<file path="config.mk">
export PLATFORM = sky130hd
export DESIGN_NAME = sync_length_frame_receiver
export DESIGN_NICKNAME = d
export VERILOG_FILES = /design/src/rtl/slfr_pkg.sv /design/src/rtl/slfr_parser.sv /design/src/rtl/slfr_queue.sv /design/src/rtl/sync_length_frame_receiver.sv
export SDC_FILE = /design/constraint.sdc
export NUM_CORES = 1
export LEC_CHECK = 0
export ABC_AREA = 1
export ABC_CLOCK_PERIOD_IN_PS = 4500
export BUFFER_PORTS_ARGS = -buffer_cell sky130_fd_sc_hd__clkbuf_2
export CORE_MARGIN = 5
export CORE_UTILIZATION = 35
export DETAILED_ROUTE_END_ITERATION = 7
export PLACE_DENSITY = 0.54
export SYNTH_ARGS = -nofsm -noshare
export SYNTH_HDL_FRONTEND = slang
export SYNTH_SLANG_ARGS = --single-unit
</file>
<file path="constraint.sdc">
create_clock -name clk -period 4.5 [get_ports clk]
set_input_delay 0.675 -clock clk [delete_from_list [all_inputs] [get_ports clk]]
set_output_delay 0.675 -clock clk [all_outputs]
set_load 0.05 [all_outputs]
</file>
<file path="src/rtl/slfr_pkg.sv">
// ----------------------------------------------------------------------------
// slfr_pkg
// Types, constants and the CRC-8 step shared by the frame receiver modules.
// ----------------------------------------------------------------------------
package slfr_pkg;

    localparam logic [7:0]  SYNC_FIRST       = 8'hAA;
    localparam logic [7:0]  SYNC_SECOND      = 8'h55;
    localparam logic [7:0]  CRC_POLY         = 8'h07;
    localparam logic [7:0]  CRC_TOPBIT       = 8'h80;
    localparam logic [15:0] MAX_LENGTH_RESET = 16'd256;

    localparam int IN_TDATA_W  = 8;
    localparam int OUT_TDATA_W = 56;

    localparam logic KIND_PAYLOAD   = 1'b0;
    localparam logic KIND_FRAME_END = 1'b1;

    typedef struct packed {
        logic        crc_ok;
        logic [15:0] payload_length;
        logic [15:0] byte_index;
        logic [7:0]  data_byte;
        logic [7:0]  command;
        logic        out_kind;
    } slfr_result_t;

    function automatic logic [7:0] crc8_update(input logic [7:0] crc, input logic [7:0] b);
        logic [7:0] c;
        c = crc ^ b;
        for (int k = 0; k < 8; k++)
        begin
            if ((c & CRC_TOPBIT) != 8'd0)
                c = (c << 1) ^ CRC_POLY;
            else
                c = c << 1;
        end
        return c;
    endfunction

endpackage

</file>
<file path="src/rtl/slfr_parser.sv">
// ----------------------------------------------------------------------------
// slfr_parser
// Front end: sync hunt, header capture, payload tracking and check byte test.
// ----------------------------------------------------------------------------
module slfr_parser
    import slfr_pkg::*;
(
    input  logic         clk,
    input  logic         rst_n,
    input  logic         byte_valid,
    input  logic [7:0]   byte_in,
    input  logic [15:0]  max_length,
    output logic         push,
    output slfr_result_t result
);

    typedef enum logic [2:0] {
        PH_SYNC0   = 3'd0,
        PH_SYNC1   = 3'd1,
        PH_CMD     = 3'd2,
        PH_LENLO   = 3'd3,
        PH_LENHI   = 3'd4,
        PH_PAYLOAD = 3'd5,
        PH_CHECK   = 3'd6
    } phase_t;

    phase_t      phase_reg, phase_next;
    logic [7:0]  command_reg, command_next;
    logic [7:0]  length_low_reg, length_low_next;
    logic [15:0] length_reg, length_next;
    logic [15:0] count_reg, count_next;
    logic [7:0]  hdr_crc_reg, hdr_crc_next;
    logic [7:0]  pay_crc_reg, pay_crc_next;
    logic [15:0] new_length;
    logic [16:0] count_inc;

    assign new_length = {byte_in, length_low_reg};
    assign count_inc  = {1'b0, count_reg} + 17'd1;

    always_comb
    begin
        phase_next      = phase_reg;
        command_next    = command_reg;
        length_low_next = length_low_reg;
        length_next     = length_reg;
        count_next      = count_reg;
        hdr_crc_next    = hdr_crc_reg;
        pay_crc_next    = pay_crc_reg;
        push            = 1'b0;
        result          = '0;
        result.command        = command_reg;
        result.payload_length = length_reg;
        if (byte_valid)
        begin
            case (phase_reg)
                PH_SYNC1:
                begin
                    phase_next = (byte_in == SYNC_SECOND) ? PH_CMD : PH_SYNC0;
                end
                PH_CMD:
                begin
                    command_next = byte_in;
                    hdr_crc_next = crc8_update(8'd0, byte_in);
                    phase_next   = PH_LENLO;
                end
                PH_LENLO:
                begin
                    length_low_next = byte_in;
                    hdr_crc_next    = crc8_update(hdr_crc_reg, byte_in);
                    phase_next      = PH_LENHI;
                end
                PH_LENHI:
                begin
                    hdr_crc_next = crc8_update(hdr_crc_reg, byte_in);
                    length_next  = new_length;
                    count_next   = 16'd0;
                    pay_crc_next = 8'd0;
                    if (new_length == 16'd0)
                        phase_next = PH_CHECK;
                    else if (new_length > max_length)
                        phase_next = PH_SYNC0;
                    else
                        phase_next = PH_PAYLOAD;
                end
                PH_PAYLOAD:
                begin
                    pay_crc_next = crc8_update(pay_crc_reg, byte_in);
                    count_next   = count_inc[15:0];
                    if (count_inc >= {1'b0, length_reg})
                        phase_next = PH_CHECK;
                    push              = 1'b1;
                    result.out_kind   = KIND_PAYLOAD;
                    result.data_byte  = byte_in;
                    result.byte_index = count_reg;
                end
                PH_CHECK:
                begin
                    phase_next      = PH_SYNC0;
                    push            = 1'b1;
                    result.out_kind = KIND_FRAME_END;
                    result.crc_ok   = (byte_in == (hdr_crc_reg ^ pay_crc_reg));
                end
                default:
                begin
                    phase_next = (byte_in == SYNC_FIRST) ? PH_SYNC1 : PH_SYNC0;
                end
            endcase
        end
    end

    always_ff @(posedge clk or negedge rst_n)
    begin
        if (!rst_n)
        begin
            phase_reg      <= PH_SYNC0;
            command_reg    <= 8'd0;
            length_low_reg <= 8'd0;
            length_reg     <= 16'd0;
            count_reg      <= 16'd0;
            hdr_crc_reg    <= 8'd0;
            pay_crc_reg    <= 8'd0;
        end
        else
        begin
            phase_reg      <= phase_next;
            command_reg    <= command_next;
            length_low_reg <= length_low_next;
            length_reg     <= length_next;
            count_reg      <= count_next;
            hdr_crc_reg    <= hdr_crc_next;
            pay_crc_reg    <= pay_crc_next;
        end
    end

endmodule

</file>
<file path="src/rtl/slfr_queue.sv">
// ----------------------------------------------------------------------------
// slfr_queue
// Short result queue between the parser and the output channel.
// ----------------------------------------------------------------------------
module slfr_queue
    import slfr_pkg::*;
#(
    parameter int DEPTH = 4
)
(
    input  logic         clk,
    input  logic         rst_n,
    input  logic         push,
    input  slfr_result_t push_data,
    input  logic         pop,
    output logic         not_full,
    output logic         not_empty,
    output slfr_result_t head
);

    localparam int PTR_W = $clog2(DEPTH);
    localparam int CNT_W = $clog2(DEPTH + 1);

    slfr_result_t mem [DEPTH];
    logic [PTR_W-1:0] wr_ptr_reg, rd_ptr_reg;
    logic [CNT_W-1:0] count_reg;
    logic             do_push, do_pop;

    assign not_full  = (count_reg != CNT_W'(DEPTH));
    assign not_empty = (count_reg != '0);
    assign do_push   = push && not_full;
    assign do_pop    = pop && not_empty;
    assign head      = mem[rd_ptr_reg];

    always_ff @(posedge clk)
    begin
        if (do_push)
            mem[wr_ptr_reg] <= push_data;
    end

    always_ff @(posedge clk or negedge rst_n)
    begin
        if (!rst_n)
        begin
            wr_ptr_reg <= '0;
            rd_ptr_reg <= '0;
            count_reg  <= '0;
        end
        else
        begin
            if (do_push)
                wr_ptr_reg <= (wr_ptr_reg == PTR_W'(DEPTH - 1)) ? '0 : wr_ptr_reg + 1'b1;
            if (do_pop)
                rd_ptr_reg <= (rd_ptr_reg == PTR_W'(DEPTH - 1)) ? '0 : rd_ptr_reg + 1'b1;
            if (do_push && !do_pop)
                count_reg <= count_reg + 1'b1;
            else if (do_pop && !do_push)
                count_reg <= count_reg - 1'b1;
        end
    end

endmodule

</file>
<file path="src/rtl/sync_length_frame_receiver.sv">
// ----------------------------------------------------------------------------
// sync_length_frame_receiver
// Sync/length framed packet receiver with CRC-8 check of header and payload.
//
//   channel   dir  handshake                 contents
//   s_axis    in   s_tvalid / s_tready       tdata: rx_byte
//   m_axis    out  m_tvalid / m_tready       tuser: out_kind; tdata: result
//   cfg       in   cfg_valid / cfg_ready     max_length
//
// One byte per cycle while s_tready is high; the parser updates its state in
// the accept cycle, and any result it pushes goes into the result queue and reaches m_axis behind earlier entries.
// s_tready drops only when the result queue (QUEUE_DEPTH entries) is full.
// Reset: phase back to sync hunt, queue empty, max_length = 256.
// cfg_ready is always high.
// ----------------------------------------------------------------------------
module sync_length_frame_receiver
    import slfr_pkg::*;
#(
    parameter int QUEUE_DEPTH = 4
)
(
    input  logic                   clk,
    input  logic                   rst_n,
    input  logic                   s_tvalid,
    output logic                   s_tready,
    input  logic [IN_TDATA_W-1:0]  s_tdata,   // [7:0] rx_byte
    output logic                   m_tvalid,
    input  logic                   m_tready,
    output logic [OUT_TDATA_W-1:0] m_tdata,   // [7:0] command, [15:8] data_byte,
                                              // [31:16] byte_index,
                                              // [47:32] payload_length,
                                              // [48] crc_ok, [55:49] zero
    output logic                   m_tuser,   // [0] out_kind
    input  logic                   cfg_valid,
    output logic                   cfg_ready,
    input  logic [15:0]            cfg_data
);

    logic [15:0]  max_length_reg;
    logic         in_xfer;
    logic         push;
    slfr_result_t result;
    slfr_result_t head;
    logic         not_full;
    logic         not_empty;

    assign cfg_ready = 1'b1;
    assign s_tready  = not_full;
    assign in_xfer   = s_tvalid && not_full;

    always_ff @(posedge clk or negedge rst_n)
    begin
        if (!rst_n)
            max_length_reg <= MAX_LENGTH_RESET;
        else if (cfg_valid)
            max_length_reg <= cfg_data;
    end

    slfr_parser u_parser (
        .clk        (clk),
        .rst_n      (rst_n),
        .byte_valid (in_xfer),
        .byte_in    (s_tdata),
        .max_length (max_length_reg),
        .push       (push),
        .result     (result)
    );

    slfr_queue #(
        .DEPTH (QUEUE_DEPTH)
    ) u_queue (
        .clk       (clk),
        .rst_n     (rst_n),
        .push      (push),
        .push_data (result),
        .pop       (m_tready),
        .not_full  (not_full),
        .not_empty (not_empty),
        .head      (head)
    );

    assign m_tvalid = not_empty;
    assign m_tuser  = head.out_kind;
    assign m_tdata  = {7'd0, head.crc_ok, head.payload_length, head.byte_index,
                       head.data_byte, head.command};

endmodule

</file>
; Word-level counts from Yosys, hierarchy flattened
; Memory sizes are Yosys's and may differ from the RTL's.
; Index checks and enable logic that the tools add are counted.
[op_classes]
add_sub_neg = 5
n_lt_le_gt_ge = 2
eq_ne = 13
n_mux = 110
bitwise = 34
n_reduce_logical = 19
[ops]
columns = operator, count
row1 = 8-bit 2-to-1 mux, 56
row2 = 3-bit 2-to-1 mux, 36
row3 = 3-bit NOT, 31
row4 = 24-bit 2-to-1 mux, 2
row5 = 16-bit one-hot mux with 2 select lines, 1
row6 = 8-bit one-hot mux with 3 select lines, 1
row7 = 8-bit bitwise XOR, 3
row8 = 3-bit one-hot mux with 6 select lines, 1
row9 = 16-bit by 1-bit adder with 17-bit output (second input constant), 1
row10 = 17-bit by 16-bit greater-or-equal comparator with 1-bit output, 1
row11 = 16-bit greater-than comparator, 1
row12 = 16-bit logical NOT, 1
row13 = 8-bit one-hot mux with 2 select lines, 1
row14 = 2-bit AND reduction, 6
row15 = 3-bit == test (second input constant), 3
row16 = 1-bit 2-to-1 mux, 9
row17 = 8-bit by 7-bit == test with 1-bit output (second input constant), 1
row18 = 8-bit == test, 1
row19 = 8-bit == test (second input constant), 1
row20 = 3-bit by 2-bit == test with 1-bit output (second input constant), 2
row21 = 2-bit 2-to-1 mux, 3
row22 = 3-bit nonzero test, 2
row23 = 1-bit logical AND, 5
row24 = 2-bit by 1-bit adder with 2-bit output (second input constant), 2
row25 = other kinds (9), 12
[totals]
regBits = 90
mem_bits_rw = 200
out_inout_bits = 60
word_cells = 195
n_memories = 1
[memory_table]
columns = memory, words, word_bits, read_ports, rd_ports_with_merged_regs, write_ports, line
row1 = u_queue.mem, 4, 50, 1, 0, 1, slfr_queue.sv:24  ; slfr_result_t mem [DEPTH];

; Longest topological paths before layout
[depth]
word_depth = 32
mapped_depth = 21
ltp_nobuf = 21

; Modules after synthesis
; Synthesis repeated with hierarchy kept, for this count alone.
[hier_totals]
hier_cells = 1378
area_unflattened_um2 = 14019.7
[by_module_without_submodules]
columns = module, n_inst, cells_per_inst, area_each_um2
row1 = slfr_queue, 1, 642, 8328.0
row2 = slfr_parser, 1, 656, 4971.0
row3 = sync_length_frame_receiver, 1, 80, 720.7

; Worst setup path after synthesis
; No wires, ideal clock.
[synth_path]
kind = register -> register
start = register u_queue.count_reg[0]
end = memory u_queue.mem[0][0] (netlist name) (enable)
setup_ps = 458
arrival_ps = 3492
required_ps = 4042
slack_ps = 550
stages_incl_launch_ff = 7
period_less_slack_ps = 3950
path_cell_list = dfrtp_1 > inv_1 > nand3_1 > nand2_1 > inv_2 > nand2_1 > nor2_1
[synth_via]
elab_chain_cells = 6
[synth_lines]
columns = element, line
row1 = start: declaration, slfr_queue.sv:26  ; logic [CNT_W-1:0] count_reg;
row2 = start signal: assignment, slfr_queue.sv:56  ; count_reg <= count_reg + 1'b1;
row3 = start signal: assignment, slfr_queue.sv:58  ; count_reg <= count_reg - 1'b1;
row4 = 3-bit != test (*), slfr_queue.sv:29  ; assign not_full = (count_reg != CNT_W'(DEPTH));
row5 = named net s_tready, sync_length_frame_receiver.sv:25  ; output logic s_tready,
row6 = 1-bit logical AND, sync_length_frame_receiver.sv:49  ; assign in_xfer = s_tvalid && not_full;
row7 = 1-bit 2-to-1 mux, slfr_parser.sv:53  ; if (byte_valid)
row8 = 1-bit logical AND (*), slfr_queue.sv:31  ; assign do_push = push && not_full;
row9 = 1-bit 2-to-1 mux (*), slfr_queue.sv:37  ; if (do_push)
row10 = 1-bit 2-to-1 mux (not written as such) (*), slfr_queue.sv:38  ; mem[wr_ptr_reg] <= push_data;
row11 = end: declaration, slfr_queue.sv:24
; The timed path passes the listed nets; every way through them passes the cells marked *.

; Worst setup path after layout
[layout_path]
start = register u_queue.rd_ptr_reg[0]
end = output m_tuser
[layout_via]
elab_chain_cells = 1
[layout_lines]
columns = element, line
row1 = start: declaration, slfr_queue.sv:25  ; logic [PTR_W-1:0] wr_ptr_reg, rd_ptr_reg;
row2 = start signal: assignment, slfr_queue.sv:54  ; rd_ptr_reg <= (rd_ptr_reg == PTR_W'(DEPTH - 1)) ? '0 : rd_ptr_reg + 1'b1;
row3 = memory 4 x 50 bit, -
row4 = end: declaration, sync_length_frame_receiver.sv:33  ; output logic m_tuser,
; Every way passes these cells.

==> impl_metrics.toml <==
[floorplanning]
io_pins = 89
start_util_pct = 35.3
die_w_um = 204
coreArea_sq_um = 37500
rows = 71
die_area_sq_um = 41800
die_height_um = 204

[timing]
maxSlewViolCount = 0
fmax_ghz = 0.297
rsz0062_at_grt = "no"
period_needed_ns = 3.37
worstMarginPinSlew_ns = 1.04
fin_crit_sh_pct = 74.8
setup_violations = 0
setup_tns_ns = 0
hold_violations = 0
finalClockSkew_ns = 0.00819
timing.hold.ws_ns = 0.298
relSlewSlack_pct = 30.4

[worst_setup_path]
end_kind = "output pin"
r2r_setup_slack_ns = 1.45
critPathBufInv = 3
cp.required_ns = 3.83
start_kind = "flip-flop"
crit_chain = "inv_2 -> buf_4 -> o21ai_0 -> o22ai_1 -> clkbuf_2"
r2r_cells = 18
worstReg2RegEnd = "u_parser.phase_reg[0]"
crit_path_end = "m_tuser"
setup.worst_path.start = "u_queue.rd_ptr_reg[0]"
cp_data_arrival_time_ns = 2.69
cp.depth = 5
crit_family = "buffers and inverters"
slowest_stage = "inv_2"
crit_type = "flip-flop to output pin"
crit_fanout = 53
slowest_delay_ns = 0.64
r2r_start = "u_parser.count_reg[0]"

[clock_tree]
htree_levels = 2
post_cts_buffers = 0
ctsResizeCount = 0
cts_sinks = 290
clk_pin_slew_ns = 0.06
numCtsBuffers = 34
cts.path.max_buffers = 3
root_buffer = "clkbuf_16"
cts_tree = "built"
cts_hold_buf = 0
insertion_delay_ns = 0.50

[route]
drt_iter0_markers = 483
routed.top_layer = "met4"
postRouteAntennaNets = 0
dr_wl_met2_um = 15800
met3WireLength_um = 1030
drc_errors = 0
wl_per_cell_um = 17.5
wl_met1_um = 14700
via_per_inst = 4.81
drt_wl_total_um = 32400
vias = 8882
first_pass_iters = 6

[layout]
layout.cells.non_filler = 1848
layout_common_cells = "edfxtp_1, o21ai_0, nor2_1"
drive_gt1_share_pct = 12.5
regMostFlops = "u_queue.mem"
areaGrowthSynthToFinish_pct = 15.4
largest_reg_flops = 200
antennaDiodeCount = 0
fillers = 3647
final_common_cell = "edfxtp_1"
nets = 1389

[logic_synthesis]
synth_cell_types = 46
yosysSeqAreaShare_pct = 62.4
ys_warn_count = 0
syn_inst = 1237
synth_area_per_cell_sq_um = 10.7
synth_top_area_cell = "edfxtp_1"
yosysTopAreaCellShare_pct = 45.4
synth_seq_cells = 290
synth.area.top_cells = "edfxtp_1, dfrtp_1, o21ai_0"
syn_area_sq_um = 13200

[pwr]
peakVddDrop_v = 0.000310
power.density_nw_per_um2 = 533
p_leak_nw = 5.94

[global_routing]
grt_pass1_vias = 8740
antenna_found_initial = 0
track_usage_pct = 15.6
grt_overflow = 0
grt_first_pass_wirelength_um = 51100
grt_start_max_net_pins = 103

[place]
hpwl_um = 21100
gp_congestion = 0.835
portBuffers = 80
dp.cells = 1786

[job]
maxCapViolations = 0

[worst_hold_path]
hp-class = "input port to async pin"

[status]
run_status = "complete, no violations"
## kinds of logic after synthesis
family / after synthesis / share of synthesized area (%)
xor gates and xnor gates: 62 / 4.47
muxes: 1 / 0.0851
DFF: 290 / 62.4
and+or+nand+nor: 384 / 11.7
buffers and inverters: 179 / 5.55
AOI/OAI and AO/OA: 270 / 11.1
other: 2 / 0.0567
adders and majority gates: 49 / 4.69
## worst min path at each step
stage,startpoint,end,slack [ns],cells after the start
finish,rst_n,u_parser.command_reg[5],0.30,1
global route,rst_n,u_parser.command_reg[5],0.37,1
CTS,rst_n,u_parser.command_reg[7],0.34,1
detailed placement,max_length_reg[8],max_length_reg[8],0.49,2
global placement,max_length_reg[8],max_length_reg[8],0.48,2
floorplan,rst_n,max_length_reg[0],0.38,0
## metrics by stage
stage	total power (W)	area, sq um	utilization (%)	worst slack, ns
2_1_floorplan	0.00483	13300	-	0.550
6_report	0.00815	15300	40.8	1.13
3_3_place_gp	0.00553	14200	37.8	1.55
5_1_grt	0.00859	15300	40.8	0.886
4_1_cts	0.00829	15300	40.8	1.05
3_5_place_dp	0.00555	14200	37.8	1.49
## area by class of cell
| type | instances | area [sq um] | area share [%] |
|---|---|---|---|
| tap | 511 | 639 | 4.18 |
| clock buffer | 52 | 1020 | 6.69 |
| multi-input combinational | 774 | 4300 | 28.1 |
| sequential | 290 | 8260 | 54.1 |
| inverter | 118 | 448 | 2.93 |
| timing repair buffer | 93 | 513 | 3.36 |
| clock inverter | 10 | 97.6 | 0.639 |
## cells in the mapped netlist, drive strengths merged
cell type / instances
dfrtp: 89
nand4: 8
a211oi: 1
o21a: 2
nor2: 170
clkbuf: 40
xnor2: 25
fa: 1
buf: 21
or4: 1
a32o: 1
dfstp: 1
or2: 2
conb: 2
edfxtp: 200
nand3: 26
nor4: 2
o21bai: 1
nand2: 163
a22oi: 1
a21oi: 29
mux2: 1
xor2: 37
o21ai: 168
nor3: 10
ha: 48
a221oi: 2
o22ai: 63
a22o: 1
inv: 118
nand3b: 2
a31oi: 1
## where the power goes
part	total (W)	switching, W	internal, W
logic	0.00254	0.00200	0.000536
clock network	0.00272	0.00104	0.00168
registers	0.00289	0.0000239	0.00287
total	0.00815	0.00306	0.00509
## worst reg2reg max path, cell delays in order, from the launching register on
cell	delay, ns
dfrtp_1	0.46
ha_1	0.23
nand3_1	0.11
nor2_1	0.16
nand4_1	0.14
nor2_1	0.25
nand3_1	0.13
xor2_1	0.19
inv_1	0.06
ha_1	0.29
nand2_1	0.07
nor3_1	0.18
nand3_1	0.10
nand2_1	0.07
a31oi_1	0.05
nand2_1	0.21
nand2_1	0.12
nand2_1	0.08
nand2_1	0.05
## layer usage
metal	global-route usage (%)	vias to the layer above
met5	0	-
met4	4.38	0
met3	2.05	51
met2	26.2	162
met1	21.3	4294
li1	-	4375
(Power assumes the default switching activity.)
